===== config.mk =====
export PLATFORM = sky130hd
export DESIGN_NAME = pat_ram
export DESIGN_NICKNAME = d
export VERILOG_FILES = /design/src/rtl/pat_ram.sv
export SDC_FILE = /design/constraint.sdc
export NUM_CORES = 1
export LEC_CHECK = 0
export ABC_AREA = 1
export ABC_CLOCK_PERIOD_IN_PS = 2770
export CORE_ASPECT_RATIO = 1.4
export CORE_MARGIN = 4
export CORE_UTILIZATION = 45
export DETAILED_ROUTE_END_ITERATION = 7
export DONT_BUFFER_PORTS = 1
export MAX_ROUTING_LAYER = met4
export PLACE_DENSITY = 0.72
export SYNTH_ARGS = -nofsm -noshare
export SYNTH_HDL_FRONTEND = slang
export SYNTH_SLANG_ARGS = --single-unit

===== constraint.sdc =====
create_clock -name clk_i -period 2.77 [get_ports clk_i]
set_clock_uncertainty 0.05 [all_clocks]
set_input_delay 0.4155 -clock clk_i [delete_from_list [all_inputs] [get_ports clk_i]]
set_output_delay 0.4155 -clock clk_i [all_outputs]
set_load 0.01 [all_outputs]

===== src/rtl/pat_ram.sv =====
// ----------------------------------------------------------------------------
// pat_ram
// Generic simple dual-port RAM: one write port, one registered read port.
// ----------------------------------------------------------------------------
module pat_ram #(
  parameter int unsigned WIDTH = 8,
  parameter int unsigned DEPTH = 16,
  localparam int unsigned AW   = (DEPTH > 1) ? $clog2(DEPTH) : 1
) (
  input  logic             clk_i,
  input  logic             we_i,
  input  logic [AW-1:0]    waddr_i,
  input  logic [WIDTH-1:0] wdata_i,
  input  logic [AW-1:0]    raddr_i,
  output logic [WIDTH-1:0] rdata_o
);

  logic [WIDTH-1:0] mem_q [DEPTH];
  logic [WIDTH-1:0] rdata_q;

  // Write and registered read
  always_ff @(posedge clk_i) begin
    if (we_i) begin
      mem_q[waddr_i] <= wdata_i;
    end
    rdata_q <= mem_q[raddr_i];
  end

  assign rdata_o = rdata_q;

endmodule


==> impl_metrics.ini <==
[worst_setup_path]
critPathKind = input port to register
cp.arrival_ps = 1690
r2r_end = rdata_o[2]
cpMostUsedCell = nand3_1
path_depth = 7
timing.reg2reg.setup_slack_ps = 1680
cp_slowest_cell = inv_2
critPathCaptureType = register
critPathBufInv = 2
path_cells = inv_2 -> buf_12 -> nand2_1 -> nand3_1 -> nand3_1 -> nand3_1 -> nand2_1
r2r_cells = 6
cp_slowest_stage_delay_ps = 480
cp-start-kind = input port
critPathRequiredTime_ps = 3030
crit_fanout = 65
r2r_start = mem_q[8][2]
critPathTopFamily = buffers and inverters

[die]
die_area_mm2 = 0.01472
die_w_um = 103.7
rows = 48
io_pins = 26
initial_core_util_pct = 46.39
coreArea_mm2 = 0.01243
die_y_um = 141.9

[min_path]
min_path_type = input port to register
whs_endpoint = mem_q[11][7]
holdPathStages = 0
min_from = wdata_i[7]

[grt]
grt_pass1_vias = 3681
grt.total_usage_pct = 18.39
antenna_found_initial = 0
grt_pass1_wl_um = 19340
grt-ovfl-total = 0
grt_max_degree = 66

[yosys]
ys_warn_count = 0
synth_area_leaders = edfxtp_1, nand2_1, nand3_1
synth_top_cell_area_share_pct = 66.65
synth_area_leader_cell = edfxtp_1
postSynthNetCount = 569
syn_avg_cell_area_um2 = 10.47
ys_seq_area_share_pct = 69.43
ys_types = 12
yosys_register_bits = 136
synthCells = 551
synth.cell_area_mm2 = 0.005767

[sta]
fin_crit_ps = 1432
hold_ws_ps = 41.13
fmax_ghz = 0.6984
hold_viol = 0
slew_violations = 0
setup_viol = 0
grt_setup_unrepaired = no
worst_pin_slew_ps = 850.3
maxSlewHeadroom_pct = 43.10
timing.setup.tns_ps = 0
finalCritPeriodShare_pct = 51.69

[job]
drv_cap = 0

[power_and_ir_drop]
ir_drop_uv = 451.2
p_per_area_mw_per_mm2 = 759.1
power.leakage_uw = 0.002723
p_sw_share_pct = 19.27
p_seq_share_pct = 47.6
internal_power_uw = 3949
pwr-share-clk_pct = 48.9
p_sw_uw = 942.5
power.share.combinational_pct = 3.5

[clock_network]
path_clk_slew_ps = 60
insertion_delay_ps = 420
cts_resized = 0
cts_buffers = 17
h-tree-depth = 4
tritoncts = yes
ctsHoldBuffers = 0
cts_sinks = 136
cts-root-buf = clkbuf_16
cts_buffer_depth = 2
post-cts-setup-buffers = 0

[route]
wl_um = 12290
first_pass_iters = 5
postRouteAntennaNets = 0
drt-initial-drc-count = 342
wl_per_cell_um = 17.31
drc_errors = 0
viasPerCell = 5.156
vias = 3661

[placed_design]
dpl.hpwl_um = 7819
gp_congestion = 0.8866
io_buffers = 0
dpl.cell_count = 678

[final_layout]
n_antenna_cell = 0
layout-drive-gt1-share_pct = 5.536
syn2layout_area_growth_pct = 11.74
nNetsFinal = 565
instances_no_fill = 710

[outcome]
status = completed
power groups by stage:
stage               Clock [µW]  Combinational (µW)  Sequential (µW)
floorplan                    0                 162             2360
CTS                       2410                 172             2330
detailed placement           0                 171             2370
global placement             0                 168             2370
global route              2520                 195             2330
finish                    2390                 172             2330
synthesized netlist by cell type (all sizes together):
| library cell | number |
|---|---|
| nand3 | 97 |
| buf | 24 |
| nor2 | 17 |
| edfxtp | 128 |
| dfxtp | 8 |
| nand3b | 2 |
| inv | 102 |
| nand2 | 173 |
cells in the final DEF, fill, tap and decap left out:
| cell | count |
|---|---|
| nand2_1 | 173 |
| edfxtp_1 | 128 |
| inv_1 | 100 |
| nand3_1 | 97 |
| nor2_1 | 17 |
| clkbuf_16 | 17 |
| dfxtp_1 | 8 |
| bufinv_16 | 5 |
| clkinvlp_4 | 3 |
| inv_2 | 2 |
| nand3b_1 | 2 |
| clkbuf_1 | 2 |
| clkinv_4 | 2 |
| clkinv_1 | 2 |
| clkinv_2 | 1 |
| buf_12 | 1 |
how the worst max path moves through the flow:
stage	from	end	slack, ps
6_report	raddr_i[0]	rdata_o[7]	1340
5_1_grt	raddr_i[0]	rdata_o[7]	1280
4_1_cts	raddr_i[0]	rdata_o[7]	1380
3_5_place_dp	raddr_i[0]	rdata_o[7]	950
3_3_place_gp	raddr_i[0]	rdata_o[7]	990
2_1_floorplan	waddr_i[2]	mem_q[10][0]	1350
routing by layer:
metal | routed length [µm] | vias up | global-route usage (%)
li1 | - | 1766 | -
met1 | 4852 | 1730 | 20.15
met2 | 6290 | 136 | 30.83
met3 | 735 | 29 | 4.948
met4 | 412 | 0 | 9.804
met5 | 0 | - | -
area by class of cell:
| cell class | count | area [µm²] |
|---|---|---|
| Fill cell | 1029 | 5988 |
| Sequential cell | 136 | 4004 |
| Multi-Input combinational cell | 289 | 1214 |
| Clock buffer | 19 | 432.9 |
| Inverter | 102 | 382.9 |
| Clock inverter | 13 | 202.7 |
| Tap cell | 150 | 187.7 |
| Timing Repair Buffer | 1 | 20.02 |
flip-flops by register name (all words and copies together) (netlist names):
name     cells
rdata_o      8
mem_q      128
metrics by stage:
step           setup WS (ps)  area [µm²]  total power, µW  util, %
6_report                1338        6444             4891    51.83
5_1_grt                 1278        6444             5046    51.83
4_1_cts                 1380        6444             4915    51.83
3_5_place_dp           950.3        5808             2542    46.72
3_3_place_gp           985.0        5808             2537    46.72
2_1_floorplan           1354        5767             2523        -
logic make-up after synthesis:
family	synth area share (%)
simple gates	21.05
buf+inv	9.525
flops	69.43
No activity file was read; power rests on OpenSTA's default activity.
